`src/hbfp_pkg.sv`:
```
// ----------------------------------------------------------------------------
// hbfp_pkg
// Shared types and constants for the header block field parser: item
// structs, event codes, queue sizing and the static table range check.
// ----------------------------------------------------------------------------
`default_nettype none

package hbfp_pkg;

  // static table size; valid indexes are 1..STATIC_TABLE_ENTRIES
  localparam int STATIC_TABLE_ENTRIES = 61;

  localparam int IDX_W  = 7;
  localparam int BYTE_W = 8;

  localparam logic [IDX_W-1:0] TABLE_LAST = IDX_W'(STATIC_TABLE_ENTRIES);

  // byte patterns of the representation prefixes
  localparam logic [BYTE_W-1:0] TOP_BIT_MASK  = 8'h80;
  localparam logic [BYTE_W-1:0] PREFIX_MASK   = 8'hc0;
  localparam logic [BYTE_W-1:0] LIT_PREFIX    = 8'h40;
  localparam logic [BYTE_W-1:0] LOW7_MASK     = 8'h7f;
  localparam logic [BYTE_W-1:0] LOW6_MASK     = 8'h3f;

  // decoupling queue between classifier and phase machine
  localparam int QUEUE_DEPTH = 4;
  localparam int QPTR_W      = $clog2(QUEUE_DEPTH);
  localparam int QCNT_W      = $clog2(QUEUE_DEPTH + 1);

  // event codes
  typedef enum logic [2:0] {
    EV_CONSUMED    = 3'd0,
    EV_INDEXED     = 3'd1,
    EV_NEW_NAME    = 3'd2,
    EV_NAME_BYTE   = 3'd3,
    EV_VALUE_BYTE  = 3'd4,
    EV_IDX_NAME    = 3'd5,
    EV_UNSUPPORTED = 3'd6
  } ev_kind_t;

  // input word
  typedef struct packed {
    logic [BYTE_W-1:0] in_byte;
    logic              block_end;
  } in_item_t;

  // result word
  typedef struct packed {
    ev_kind_t          event_kind;
    logic [IDX_W-1:0]  field_index;
    logic              in_static_table;
    logic [BYTE_W-1:0] data_byte;
    logic              huffman_flag;
    logic              end_of_block;
    logic              truncated;
  } out_item_t;

  // classified byte, as held in the queue
  typedef struct packed {
    logic [BYTE_W-1:0] data;
    logic              last;
    logic              top_bit;
    logic              new_name;
    logic              idx_name;
    logic              low7_ones;
    logic              low6_ones;
    logic              low7_zero;
    logic              idx7_hit;
    logic              idx6_hit;
  } cls_t;

  // queue status seen by the back end and the top level
  typedef struct packed {
    logic              not_empty;
    logic              full;
    logic [QCNT_W-1:0] level;
  } q_stat_t;

  // index lies in the static table
  function automatic logic in_table(input logic [IDX_W-1:0] idx);
    in_table = (idx != '0) && (idx <= TABLE_LAST);
  endfunction

endpackage

`default_nettype wire

```
`src/hbfp_front.sv`:
```
// ----------------------------------------------------------------------------
// hbfp_front
// Byte classifier: decodes prefix patterns, all-ones integers, zero
// lengths and static table hits for one incoming word.
// ----------------------------------------------------------------------------
`default_nettype none

module hbfp_front
  import hbfp_pkg::*;
(
  input  in_item_t item_i,
  output cls_t     cls_o
);

  logic [BYTE_W-1:0] b;

  assign b = item_i.in_byte;

  // prefix and integer decode
  always_comb begin
    cls_o.data      = b;
    cls_o.last      = item_i.block_end;
    cls_o.top_bit   = (b & TOP_BIT_MASK) != '0;
    cls_o.new_name  = (b == LIT_PREFIX);
    cls_o.idx_name  = ((b & PREFIX_MASK) == LIT_PREFIX) && (b != LIT_PREFIX);
    cls_o.low7_ones = (b & LOW7_MASK) == LOW7_MASK;
    cls_o.low6_ones = (b & LOW6_MASK) == LOW6_MASK;
    cls_o.low7_zero = (b & LOW7_MASK) == '0;
    cls_o.idx7_hit  = in_table(b[IDX_W-1:0]);
    cls_o.idx6_hit  = in_table({1'b0, b[IDX_W-2:0]});
  end

endmodule

`default_nettype wire

```
`src/hbfp_queue.sv`:
```
// ----------------------------------------------------------------------------
// hbfp_queue
// Short FIFO of classified bytes between classifier and phase machine.
// ----------------------------------------------------------------------------
`default_nettype none

module hbfp_queue
  import hbfp_pkg::*;
(
  input  logic    clk,
  input  logic    rst_n,
  input  logic    push,
  input  cls_t    push_item,
  input  logic    pop,
  output cls_t    head,
  output q_stat_t stat
);

  cls_t              mem_r [QUEUE_DEPTH];
  logic [QPTR_W-1:0] wr_ptr_r, wr_ptr_nxt;
  logic [QPTR_W-1:0] rd_ptr_r, rd_ptr_nxt;
  logic [QCNT_W-1:0] count_r, count_nxt;
  logic              do_push, do_pop;

  assign do_push = push && (count_r != QCNT_W'(QUEUE_DEPTH));
  assign do_pop  = pop && (count_r != '0);

  // pointer and fill count update
  always_comb begin
    wr_ptr_nxt = wr_ptr_r;
    rd_ptr_nxt = rd_ptr_r;
    count_nxt  = count_r;
    if (do_push) begin
      wr_ptr_nxt = (wr_ptr_r == QPTR_W'(QUEUE_DEPTH - 1)) ? '0 : wr_ptr_r + 1'b1;
    end
    if (do_pop) begin
      rd_ptr_nxt = (rd_ptr_r == QPTR_W'(QUEUE_DEPTH - 1)) ? '0 : rd_ptr_r + 1'b1;
    end
    priority if (do_push && !do_pop) begin
      count_nxt = count_r + 1'b1;
    end else if (do_pop && !do_push) begin
      count_nxt = count_r - 1'b1;
    end else begin
      // both or neither: level unchanged
      count_nxt = count_r;
    end
  end

  always_ff @(posedge clk) begin
    if (!rst_n) begin
      wr_ptr_r <= '0;
      rd_ptr_r <= '0;
      count_r  <= '0;
    end else begin
      wr_ptr_r <= wr_ptr_nxt;
      rd_ptr_r <= rd_ptr_nxt;
      count_r  <= count_nxt;
    end
  end

  // storage
  always_ff @(posedge clk) begin
    if (do_push) begin
      mem_r[wr_ptr_r] <= push_item;
    end
  end

  assign head           = mem_r[rd_ptr_r];
  assign stat.not_empty = (count_r != '0);
  assign stat.full      = (count_r == QCNT_W'(QUEUE_DEPTH));
  assign stat.level     = count_r;

endmodule

`default_nettype wire

```
`src/hbfp_back.sv`:
```
// ----------------------------------------------------------------------------
// hbfp_back
// Parse phase machine: walks literal lengths and string bytes, builds one
// result word per byte and holds it in the output register.
// ----------------------------------------------------------------------------
`default_nettype none

module hbfp_back
  import hbfp_pkg::*;
(
  input  logic      clk,
  input  logic      rst_n,
  input  cls_t      head,
  input  q_stat_t   q_stat,
  output logic      pop,
  output logic      out_valid,
  output out_item_t out_item,
  input  logic      out_stall
);

  typedef enum logic [2:0] {
    PH_IDLE       = 3'd0,
    PH_NAME_LEN   = 3'd1,
    PH_NAME_BYTES = 3'd2,
    PH_VAL_LEN    = 3'd3,
    PH_VAL_BYTES  = 3'd4
  } phase_t;

  phase_t           phase_r, phase_nxt;
  logic [IDX_W-1:0] bytes_left_r, bytes_left_nxt;
  logic             emit_value_r, emit_value_nxt;
  logic             huf_r, huf_nxt;
  logic             out_valid_r;
  out_item_t        out_item_r, res;
  logic [IDX_W-1:0] dec_left;

  // take the head word when the output register is free or draining
  assign pop      = q_stat.not_empty && (!out_valid_r || !out_stall);
  assign dec_left = bytes_left_r - 1'b1;

  // phase update and result build
  always_comb begin
    phase_nxt      = phase_r;
    bytes_left_nxt = bytes_left_r;
    emit_value_nxt = emit_value_r;
    huf_nxt        = huf_r;
    res            = '0;
    res.event_kind = EV_CONSUMED;

    unique case (phase_r)
      PH_NAME_LEN, PH_VAL_LEN: begin
        // string length byte
        huf_nxt          = head.top_bit;
        res.huffman_flag = head.top_bit;
        priority if (head.low7_ones) begin
          res.event_kind = EV_UNSUPPORTED;
          phase_nxt      = PH_IDLE;
          bytes_left_nxt = '0;
        end else if (head.low7_zero) begin
          phase_nxt = (phase_r == PH_NAME_LEN) ? PH_VAL_LEN : PH_IDLE;
        end else begin
          bytes_left_nxt = head.data[IDX_W-1:0];
          phase_nxt      = (phase_r == PH_NAME_LEN) ? PH_NAME_BYTES : PH_VAL_BYTES;
        end
      end
      PH_NAME_BYTES: begin
        res.event_kind   = EV_NAME_BYTE;
        res.data_byte    = head.data;
        res.huffman_flag = huf_r;
        bytes_left_nxt   = dec_left;
        if (dec_left == '0) begin
          phase_nxt = PH_VAL_LEN;
        end
      end
      PH_VAL_BYTES: begin
        if (emit_value_r) begin
          res.event_kind = EV_VALUE_BYTE;
          res.data_byte  = head.data;
        end
        res.huffman_flag = huf_r;
        bytes_left_nxt   = dec_left;
        if (dec_left == '0) begin
          phase_nxt = PH_IDLE;
        end
      end
      default: begin
        // idle: representation prefix
        phase_nxt = PH_IDLE;
        priority if (head.top_bit) begin
          if (head.low7_ones) begin
            res.event_kind = EV_UNSUPPORTED;
          end else begin
            res.event_kind      = EV_INDEXED;
            res.field_index     = head.data[IDX_W-1:0];
            res.in_static_table = head.idx7_hit;
          end
        end else if (head.new_name) begin
          res.event_kind = EV_NEW_NAME;
          emit_value_nxt = 1'b1;
          phase_nxt      = PH_NAME_LEN;
        end else if (head.idx_name) begin
          if (head.low6_ones) begin
            res.event_kind = EV_UNSUPPORTED;
          end else begin
            res.event_kind      = EV_IDX_NAME;
            res.field_index     = {1'b0, head.data[IDX_W-2:0]};
            res.in_static_table = head.idx6_hit;
            emit_value_nxt      = 1'b0;
            phase_nxt           = PH_VAL_LEN;
          end
        end else begin
          // any other byte is consumed silently
          res.event_kind = EV_CONSUMED;
        end
      end
    endcase

    // block end closes the block and flags an open field
    res.end_of_block = head.last;
    if (head.last) begin
      res.truncated  = (phase_nxt != PH_IDLE);
      phase_nxt      = PH_IDLE;
      bytes_left_nxt = '0;
      emit_value_nxt = 1'b0;
      huf_nxt        = 1'b0;
    end
  end

  // parse state and output register
  always_ff @(posedge clk) begin
    if (!rst_n) begin
      phase_r      <= PH_IDLE;
      bytes_left_r <= '0;
      emit_value_r <= 1'b0;
      huf_r        <= 1'b0;
      out_valid_r  <= 1'b0;
    end else begin
      if (pop) begin
        phase_r      <= phase_nxt;
        bytes_left_r <= bytes_left_nxt;
        emit_value_r <= emit_value_nxt;
        huf_r        <= huf_nxt;
        out_valid_r  <= 1'b1;
      end else if (!out_stall) begin
        out_valid_r <= 1'b0;
      end
    end
  end

  always_ff @(posedge clk) begin
    if (pop) begin
      out_item_r <= res;
    end
  end

  assign out_valid = out_valid_r;
  assign out_item  = out_item_r;

endmodule

`default_nettype wire

```
`src/header_block_field_parser.sv`:
```
// ----------------------------------------------------------------------------
// header_block_field_parser
// Header block byte parser: one event word per header byte, with a byte
// classifier, a four-entry queue and a phase machine behind it.
//
//   channel | direction | handshake          | payload
//   --------+-----------+--------------------+-----------------------------
//   in      | input     | in_valid/in_stall  | in_item   (in_item_t)
//   out     | output    | out_valid/out_stall| out_item  (out_item_t)
//
// One byte is accepted per cycle while in_stall is low. Each accepted byte
// is written into the queue, and the phase machine pops it from there and
// loads its result into the output register. It retires one queued byte per
// cycle unless out_stall holds the output register, so sustained rate is one
// word per cycle; in_stall rises only when the four-entry queue is full.
// Synchronous active-low reset returns the parser to idle and empties the queue.
// ----------------------------------------------------------------------------
`default_nettype none

module header_block_field_parser
  import hbfp_pkg::*;
(
  input  logic      clk,
  input  logic      rst_n,
  input  logic      in_valid,
  output logic      in_stall,
  input  in_item_t  in_item,
  output logic      out_valid,
  input  logic      out_stall,
  output out_item_t out_item
);

  cls_t    cls;
  cls_t    head;
  q_stat_t q_stat;
  logic    pop;

  // classify
  hbfp_front u_front (
    .item_i (in_item),
    .cls_o  (cls)
  );

  // decouple
  hbfp_queue u_queue (
    .clk       (clk),
    .rst_n     (rst_n),
    .push      (in_valid),
    .push_item (cls),
    .pop       (pop),
    .head      (head),
    .stat      (q_stat)
  );

  assign in_stall = q_stat.full;

  // parse
  hbfp_back u_back (
    .clk       (clk),
    .rst_n     (rst_n),
    .head      (head),
    .q_stat    (q_stat),
    .pop       (pop),
    .out_valid (out_valid),
    .out_item  (out_item),
    .out_stall (out_stall)
  );

  // queue never overfills
  a_queue_level: assert property (@(posedge clk) disable iff (!rst_n)
    q_stat.level <= QCNT_W'(QUEUE_DEPTH))
    else $error("queue level above depth");

  // truncation only on the last word of a block
  a_trunc_at_end: assert property (@(posedge clk) disable iff (!rst_n)
    out_valid && out_item.truncated |-> out_item.end_of_block)
    else $error("truncated without end of block");

  // an index is only reported for indexed events
  a_index_kind: assert property (@(posedge clk) disable iff (!rst_n)
    out_valid && (out_item.field_index != '0) |->
      (out_item.event_kind == EV_INDEXED) || (out_item.event_kind == EV_IDX_NAME))
    else $error("field index on non-indexed event");

  // a data byte is only carried by string byte events
  a_data_kind: assert property (@(posedge clk) disable iff (!rst_n)
    out_valid && (out_item.data_byte != '0) |->
      (out_item.event_kind == EV_NAME_BYTE) || (out_item.event_kind == EV_VALUE_BYTE))
    else $error("data byte on non-string event");

  // the phase machine only pops a non-empty queue
  a_pop_needs_data: assert property (@(posedge clk) disable iff (!rst_n)
    pop |-> q_stat.not_empty)
    else $error("pop from empty queue");

endmodule

`default_nettype wire

```
`config.mk`:
```
export PLATFORM = sky130hd
export DESIGN_NAME = header_block_field_parser
export DESIGN_NICKNAME = d
export VERILOG_FILES = /design/src/hbfp_pkg.sv /design/src/hbfp_front.sv /design/src/hbfp_queue.sv /design/src/hbfp_back.sv /design/src/header_block_field_parser.sv
export SDC_FILE = /design/constraint.sdc
export NUM_CORES = 1
export LEC_CHECK = 0
export ABC_CLOCK_PERIOD_IN_PS = 6100
export BUFFER_PORTS_ARGS = -buffer_cell sky130_fd_sc_hd__buf_2
export CELL_PAD_IN_SITES_DETAIL_PLACEMENT = 1
export CELL_PAD_IN_SITES_GLOBAL_PLACEMENT = 1
export CORE_MARGIN = 4
export CORE_UTILIZATION = 42
export CTS_BUF_LIST = sky130_fd_sc_hd__clkbuf_4 sky130_fd_sc_hd__clkbuf_8 sky130_fd_sc_hd__clkbuf_16
export DETAILED_ROUTE_END_ITERATION = 12
export PLACE_DENSITY_LB_ADDON = 0.1
export SLEW_MARGIN = 20
export SYNTH_ARGS = -nofsm -noshare
export SYNTH_HDL_FRONTEND = slang
export SYNTH_HIERARCHICAL = 1
export SYNTH_SLANG_ARGS = --single-unit
```
`constraint.sdc`:
```
create_clock -name clk -period 6.1 [get_ports clk]
set_clock_uncertainty 0.2 [all_clocks]
set_input_delay 0.915 -clock clk [delete_from_list [all_inputs] [get_ports clk]]
set_output_delay 0.915 -clock clk [all_outputs]
set_load 0.03 [all_outputs]
```
# [Yosys cells after proc, flatten, opt, wreduce, memory -nomap -nowiden]
# Memories as Yosys holds them, arrays and structs flattened. A register that Yosys moved wholly into a read port is not among the register bits.
# Cells that the tools add are included.
[word_totals] reg_bits=42 latch_bits=0 ramBits=68 rom_bits=0 memories=1
[classes] n_addsub=5 multipliers=0 div=0 n_lt_le_gt_ge=2 n_eq_ne=18 n_shift=0 mux=49 n_bitwise=0 reduce_logical=29
[mem_list] name="u_queue.mem_r" words=4 word_bits=17 rd=1 rd_ports_with_merged_regs=1 wr=1 line_no="hbfp_queue.sv:19" text="cls_t mem_r [QUEUE_DEPTH];"
[op_table] cell="two-way mux 3 bit" n=16
[op_table] cell="two-way mux 7 bit" n=5
[op_table] cell="two-way mux 8 bit" n=3
[op_table] cell="one-hot mux 3 bit (3 select lines)" n=2
[op_table] cell="one-hot mux 8 bit (2 select lines)" n=1
[op_table] cell="two-way mux 2 bit" n=7
[op_table] cell="one-hot mux 7 bit (2 select lines)" n=1
[op_table] cell="two-way mux 1 bit" n=12
[op_table] cell="nonzero test 3 bit" n=4
[op_table] cell="two-way mux 11 bit" n=1
[op_table] cell="equality test 8 x 7 -> 1 bit, second input constant" n=1
[op_table] cell="logical AND 1 bit" n=8
[op_table] cell="logical NOT 8 bit" n=1
[op_table] cell="inequality test 8 x 7 -> 1 bit, second input constant" n=1
[op_table] cell="equality test 7 bit, second input constant" n=1
[op_table] cell="less-or-equal comparator 7 x 6 -> 1 bit, second input constant" n=1
[op_table] cell="logical NOT 7 bit" n=1
[op_table] cell="nonzero test 7 bit" n=1
[op_table] cell="subtractor 7 x 1 -> 7 bit, second input constant" n=1
[op_table] cell="equality test 3 x 2 -> 1 bit, second input constant" n=2
[op_table] cell="equality test 3 bit, second input constant" n=2
[op_table] cell="equality test 6 bit, second input constant" n=1
[op_table] cell="less-or-equal comparator 6 bit, second input constant" n=1
[op_table] cell="inequality test 2 x 1 -> 1 bit, second input constant" n=3
[op_table] cell="other kinds (19)" n=26

# [Logic depth before layout (Yosys ltp)]
# Gate-level depths: netlist of the first run.
[logic_depth] ltp_word=7 ltp_mapped=10 ltp_nobuf=10

# [Cells and area by module]
# Netlist of the first run, hierarchy kept.
[by_module_without_submodules] module="hbfp_queue" instances=1 cells_each=140 area_per_inst_um2=2974.1 seq_area_each_um2=2222.1
[by_module_without_submodules] module="hbfp_back" instances=1 cells_each=192 area_per_inst_um2=1929.4 seq_area_each_um2=920.9
[by_module_without_submodules] module="hbfp_front" instances=1 cells_each=26 area_per_inst_um2=172.7 seq_area_each_um2=0.0

# [Least setup slack after synthesis of the first run]
# No wires, ideal clock.
[synth_path] path_type="input to register" startpoint="in out_stall" endpoint="reg u_queue.count_r[2]" setup_ns=0.076 arrival_time_ns=2.937 slack_ns=2.888 stages=9 path_buffers=0 path_cell_list="a21bo_2 > inv_1 > o31ai_1 > ha_1 > inv_1 > fa_1 > xor2_1 > or3_1 > a21boi_0"
[synth_between] elab_chain_len=7 elab_cells_between_ends=9 cone_classes="mux: 1; reduce/logical: 8"
[synth_rtl] element="from (decl)" line_no="header_block_field_parser.sv:29" text="input logic out_stall,"
[synth_rtl] element="logical NOT 1 bit (*)" line_no="hbfp_back.sv:38" text="assign pop = q_stat.not_empty && (!out_valid_r || !out_stall);"
[synth_rtl] element="logical OR 1 bit (*)" line_no="hbfp_back.sv:38"
[synth_rtl] element="logical AND 1 bit (*)" line_no="hbfp_back.sv:38"
[synth_rtl] element="net pop" line_no="header_block_field_parser.sv:36" text="logic pop;"
[synth_rtl] element="logical AND 1 bit (*)" line_no="hbfp_queue.sv:26" text="assign do_pop = pop && (count_r != '0);"
[synth_rtl] element="logical NOT 1 bit" line_no="hbfp_queue.sv:39" text="priority if (do_push && !do_pop) begin"
[synth_rtl] element="logical AND 1 bit" line_no="hbfp_queue.sv:39"
[synth_rtl] element="two-way mux 3 bit / nonzero test 2 bit (equally long branches)"
[synth_rtl] element="to (signal assigned)" line_no="hbfp_queue.sv:57" text="count_r <= count_nxt;"
[synth_rtl] element="to (decl)" line_no="hbfp_queue.sv:22" text="logic [QCNT_W-1:0] count_r, count_nxt;"
# Mark *: on every way through the listed nets, which the timed path passes. The rest lies on a longest branch.
# A chain may end at the register's enable or synchronous reset.

==> results.cfg, run 1 <==
[pwr]
switchingPower_mw = 0.957
vdd_drop_max_uv = 197
internal_power_mw = 1.70
pwr-share-seq = 0.419
p_leak_nw = 1.96
p_clk_frac = 0.222
combinationalPowerShare = 0.359
power_density_nw_per_um2 = 476
swShare = 0.360

[critical_path]
startpoint_type = flop
path_max_fanout = 17
worstRegToRegCells = 6
r2r-end = u_back/out_item[0]
arrival_ns = 3.21
path_class = reg -> reg
cp-end-kind = flop
rrSetupSlack_ns = 2.91
worstPathRequired_ns = 6.12

[detailed_routing]
first_pass_iters = 4
ant_nets = 0
routed_wl_mm = 10.2
wl_per_cell_um = 19.3
drtIter0Drc = 229
vias = 2877
routed_via_density = 5.43
drc = 0

[placed_design]
dp_hpwl_mm = 7.02
post-place-ws_ns = 2.95
place_area_um2 = 5280
io_buffers = 36
place_congestion = 0.704

[synthesis]
synth_top_area_frac = 0.532
yosysSeqAreaShare = 0.619
synthMuxAreaShare = 0.0885
syn_area_per_cell_um2 = 14.2
synth_fa_ha_area_frac = 0.0237
synth_ff_type = edfxtp_1
synth_top_family_by_area = simple AND/OR/NAND/NOR gates
synthSimpleGateAreaFrac = 0.138
syn_area_um2 = 5080
ys_ff_latch = 112
yosysUniqueCellTypes = 62
netlist_top_cells_area = edfxtp_1 53%, dfxtp_1 8.7%, mux4_2 4.4%
synth_largest_area_cell = edfxtp_1
synthCells = 358
synthXorXnorAreaFrac = 0.0104
synth.net_count = 380
synth_compound_area_frac = 0.0808
synth_warnings = 6
synth_edf_count = 90
async_flop_share = 0

[sta]
drv_slew = 0
period_minus_slack_ns = 3.19
postLayoutSetupSlackWorst_ns = 2.91
timing.slew.headroom = 0.357
finalCritPeriodShare = 0.522
hold_viol_final = 0
setup-violations-final = 0
tightest_slew_ns = 0.964
rsz0062_at_grt = no
fmax_mhz = 314
fin_tns_setup_ns = 0

[floorplan]
fp.dieH_um = 118
die_w_um = 118
pin_count = 37
start_util = 0.437
row_count = 39
fp.dieArea_um2 = 13900
core_um2 = 11600

[clocking]
cts_hold_buffers = 0
clkTransAtPathRegs_ns = 0.07
tritoncts = done
post_cts_buffers = 0
cts-root-buf = clkbuf_16
clockBufferDepth = 2
clock_sinks = 112
numCtsBuffers = 9
htree_levels = 3
postCtsResizedCells = 0
clk_latency_ns = 0.35

[global_routing]
top_usage_layer = met2
antenna_found_initial = 0
grt_pass1_wl_mm = 16.6
use_met3 = 0.0351
grt_max_degree = 28
grt_pass1_vias = 3066
grtUsageMet2 = 0.250
grt_overflow_total = 0
grt_use_met1 = 0.207
track_usage = 0.154

[layout]
area_growth_pct = 9.88
fillers = 1156
diodes = 0
final_nets = 404
seqCellArea_um2 = 3140
multiInputGateArea_um2 = 1730
design_area_um2 = 5580
final_layout_size_suffix_gt1_frac = 0.199

[worst_hold_path]
hold_end = u_queue/wr_ptr_r[1]
hold_depth = 2
hp-start = u_queue/wr_ptr_r[1]
hold_class = reg -> reg

[status]
status = finished, final reports clean

[run]
cap_viol_max_count = 0
## through the flow
stage	instances	power, mW	utilization	hold slack, ns
3_3_place_gp	514	2.09	0.455	0.291
5_1_grt	530	2.82	0.480	0.350
6_report	530	2.66	0.480	0.300
4_1_cts	530	2.70	0.480	0.308
2_1_floorplan	358	1.85	-	0.268
3_5_place_dp	514	2.10	0.455	0.299
## sequential cells by signal, summed over array words and instances, names as in the netlist, named ones only
name / flops
u_queue/mem_r: 68
u_back/out_item: 22
u_back/bytes_left_r: 7
u_back/phase_r: 3
u_queue/count_r: 3
u_queue/rd_ptr_r: 2
u_queue/wr_ptr_r: 2
u_back/emit_value_r: 1
u_back/huf_r: 1
u_back/out_valid: 1
## power groups by stage
| stage | clock network, mW | registers [mW] | logic [mW] |
|---|---|---|---|
| after detailed placement | 0 | 1.13 | 0.967 |
| after global placement | 0 | 1.13 | 0.955 |
| final | 0.591 | 1.11 | 0.954 |
| after CTS | 0.612 | 1.12 | 0.970 |
| after floorplan | 0 | 1.25 | 0.599 |
| after global routing | 0.641 | 1.13 | 1.05 |
## how the worst max path moves through the flow
stage / endpoint / depth (start not counted) / slack (ns) / startpoint
2_1_floorplan: u_queue/count_r[2] / 9 / 2.89 / out_stall
3_3_place_gp: u_back/out_item[0] / 6 / 2.98 / flop
3_5_place_dp: u_back/out_item[0] / 6 / 2.95 / flop
5_1_grt: u_back/out_item[0] / 6 / 2.62 / flop
6_report: u_back/out_item[0] / 6 / 2.91 / flop
4_1_cts: u_back/out_item[0] / 6 / 2.91 / flop
## routing by layer
| layer | part of all wire | vias up |
|---|---|---|
| li1 | - | 1397 |
| met1 | 0.48 | 1425 |
| met2 | 0.48 | 46 |
| met3 | 0.031 | 9 |
| met4 | 0.010 | 0 |
| met5 | 0 | - |
## layout make-up
type	count	area share
multi-input cells	213	0.310
well taps	143	0.0321
clock inverters	6	0.0119
flip-flops and latches	112	0.563
inverters	8	0.00538
clock buffers	10	0.0417
repair buffers	38	0.0350
## placed cells by master, fill, tap and decap left out, types with 3 or more instances in the layout
master     count
mux4_2        10
dfxtp_1       22
or3_1          5
o21ai_0       17
nor2b_1        8
edfxtp_1      90
clkbuf_16      9
nor3b_1        6
xnor2_1        4
inv_1          8
nor2_1        22
ha_1           8
a22oi_1        3
mux4_1         7
and2_1        22
buf_2         36
nand2b_1       8
a21oi_1       10
nand3_1        3
mux2i_1        4
nor4b_1        3
nand2_1       16
a21boi_0       7
## critical path: stages (launching register included)
cell     delay, ns
dfxtp_1       0.86
mux4_1        0.55
nor4b_1       0.75
o21ai_0       0.20
a21oi_1       0.24
or4_1         0.15
o31a_1        0.11
## cell families after synthesis
kind of cell / count (synthesis)
and+or+nand+nor: 116
DFF: 112
AOI/OAI and AO/OA: 61
buffers and inverters: 33
muxes: 21
adders and majority gates: 9
xor gates and xnor gates: 6
## cells in the mapped netlist, types with 3 or more instances
cell / number
and2_1: 22
clkbuf_1: 7
inv_1: 8
nor2b_1: 8
o21ai_0: 17
buf_2: 4
xnor2_1: 4
nor2_1: 22
edfxtp_1: 90
ha_1: 8
a21oi_1: 10
buf_4: 11
a22oi_1: 3
a21boi_0: 7
nand2b_1: 8
nand2_1: 16
nand3_1: 3
or3_1: 5
mux4_2: 10
nor4b_1: 3
nor3b_1: 6
mux4_1: 7
mux2i_1: 4
dfxtp_1: 22
Power figures use the tool's default switching activity.
==> run 2, diff against run 1 <==
--- a/config.mk
+++ b/config.mk
@@ -5,7 +5,7 @@
 export SDC_FILE = /design/constraint.sdc
 export NUM_CORES = 1
 export LEC_CHECK = 0
-export ABC_CLOCK_PERIOD_IN_PS = 6100
+export ABC_CLOCK_PERIOD_IN_PS = 3200
 export BUFFER_PORTS_ARGS = -buffer_cell sky130_fd_sc_hd__buf_2
 export CELL_PAD_IN_SITES_DETAIL_PLACEMENT = 1
 export CELL_PAD_IN_SITES_GLOBAL_PLACEMENT = 1
==> constraint.sdc (replaced) <==
create_clock -name clk -period 3.2 [get_ports clk]
set_clock_uncertainty 0.2 [all_clocks]
set_input_delay 0.48 -clock clk [delete_from_list [all_inputs] [get_ports clk]]
set_output_delay 0.48 -clock clk [all_outputs]
set_load 0.03 [all_outputs]
==> run 2 against run 1 <==
Net effect:
- global-route usage up 0.28 points
- sequential share of layout area down 0.75 points
- cell area up 1.3%
- via count up 4.6%
- largest cell class unchanged
- critical endpoint is now u_queue/count_r[2]
- non-clock buffer count up 13
==> results.cfg, run 2 (synthesis results as in run 1) <==
[worst_hold_path]
hold_end = u_queue/mem_r[2][8]
hold_class = in -> reg
hold_depth = 1
hp-start = in_item[0]

[clocking]
numCtsBuffers = 9
post_cts_buffers = 0
htree_levels = 3
clk_latency_ns = 0.35
clkTransAtPathRegs_ns = 0.07
clockBufferDepth = 2
tritoncts = done
clock_sinks = 112
postCtsResizedCells = 0
cts-root-buf = clkbuf_16
cts_hold_buffers = 0

[critical_path]
rr_startpoint = u_queue/count_r[1]
path_buf_inv = 2
crit_chain = or3_1 > a21bo_2 > inv_1 > o31ai_1 > ha_1 > inv_1 > fa_1 > xor2_1 > or3_1 > a21boi_0
r2r-end = u_queue/count_r[2]
startpoint_type = flop
cp-end-kind = flop
path_class = reg -> reg
worstRegToRegCells = 10
rrSetupSlack_ns = 0.30
path_max_fanout = 5
worstPathRequired_ns = 3.28
critPathMaxStageDelay_ns = 0.41
cp_top_family = simple AND/OR/NAND/NOR gates
arrival_ns = 2.98
cp_slowest_cell = or3_1

[pwr]
vdd_drop_max_uv = 356
p_leak_nw = 2.02
power_density_nw_per_um2 = 899

[sta]
fmax_mhz = 345
drv_slew = 0
rsz0062_at_grt = no
hold_viol_final = 0
finalCritPeriodShare = 0.907
whs_ns = 0.140
tightest_slew_ns = 0.651
fin_tns_setup_ns = 0
setup-violations-final = 0
period_minus_slack_ns = 2.90
timing.slew.headroom = 0.562

[global_routing]
grt_max_degree = 28
grt_pass1_vias = 3103
grt_pass1_wl_mm = 17.0
track_usage = 0.157
antenna_found_initial = 0
grt_overflow_total = 0

[layout]
regMostFlops = u_queue/mem_r
layout_common_cells = 90 x edfxtp_1, 36 x buf_2, 22 x and2_1, 22 x nor2_1, 22 x dfxtp_1
area_growth_pct = 11.4
final_common_cell = edfxtp_1
final_layout_size_suffix_gt1_frac = 0.225
multiInputGateArea_um2 = 1730
seqCellArea_um2 = 3140
fillers = 1170
final_nets = 417
fin_cells = 543
diodes = 0
largest_reg_flops = 68

[floorplan]
row_count = 39
pin_count = 37
die_w_um = 118
core_um2 = 11600
fp.dieH_um = 118
start_util = 0.437
fp.dieArea_um2 = 13900

[detailed_routing]
vias = 3009
wl_per_cell_um = 19.5
routed_via_density = 5.54
first_pass_iters = 4
drc = 0
drtIter0Drc = 137
ant_nets = 0
routed_wl_mm = 10.6

[placed_design]
io_buffers = 36
dp.cells = 527
place_congestion = 0.715
dp_hpwl_mm = 7.32

[status]
status = finished, final reports clean

[run]
cap_viol_max_count = 0
[run 2: power by group]
| part | internal, mW | switching (mW) | total (mW) |
|---|---|---|---|
| Sequential | 1.96 | 0.128 | 2.09 |
| Clock | 0.541 | 0.516 | 1.06 |
| Combinational | 0.723 | 1.22 | 1.94 |
| Total | 3.22 | 1.86 | 5.08 |
[run 2: worst max-delay path by stage]
stage	slack (ns)	to	from	depth (start not counted)
2_1_floorplan	0.14	u_queue/count_r[2]	u_queue/count_r[1]	10
3_3_place_gp	0.41	u_back/out_item[0]	flop	7
3_5_place_dp	0.29	u_queue/count_r[2]	u_queue/count_r[1]	10
4_1_cts	0.28	u_queue/count_r[2]	u_queue/count_r[1]	10
5_1_grt	0.06	u_queue/count_r[2]	u_queue/count_r[0]	10
6_report	0.30	u_queue/count_r[2]	u_queue/count_r[1]	10
[run 2: metrics by stage]
stage / util / power (mW) / cell area (um^2) / setup slack, ns
after floorplan: - / 3.52 / 5080 / 0.139
after global placement: 0.463 / 4.05 / 5380 / 0.408
after detailed placement: 0.463 / 4.10 / 5380 / 0.285
after CTS: 0.487 / 5.15 / 5650 / 0.282
after global routing: 0.487 / 5.40 / 5650 / 0.0564
final: 0.487 / 5.08 / 5650 / 0.299
[run 2: layout make-up]
type / instances / area share
inverter: 8 / 0.00531
clock buffer: 10 / 0.0412
multi-input combinational: 213 / 0.306
clock inverter: 6 / 0.00775
sequential: 112 / 0.556
timing repair buffer: 51 / 0.0518
tap: 143 / 0.0317
[run 2: layer usage]
metal	wire length, um	track usage
met4	199	0.0630
met2	5210	0.257
met5	0	0
met1	4840	0.207
met3	335	0.0293
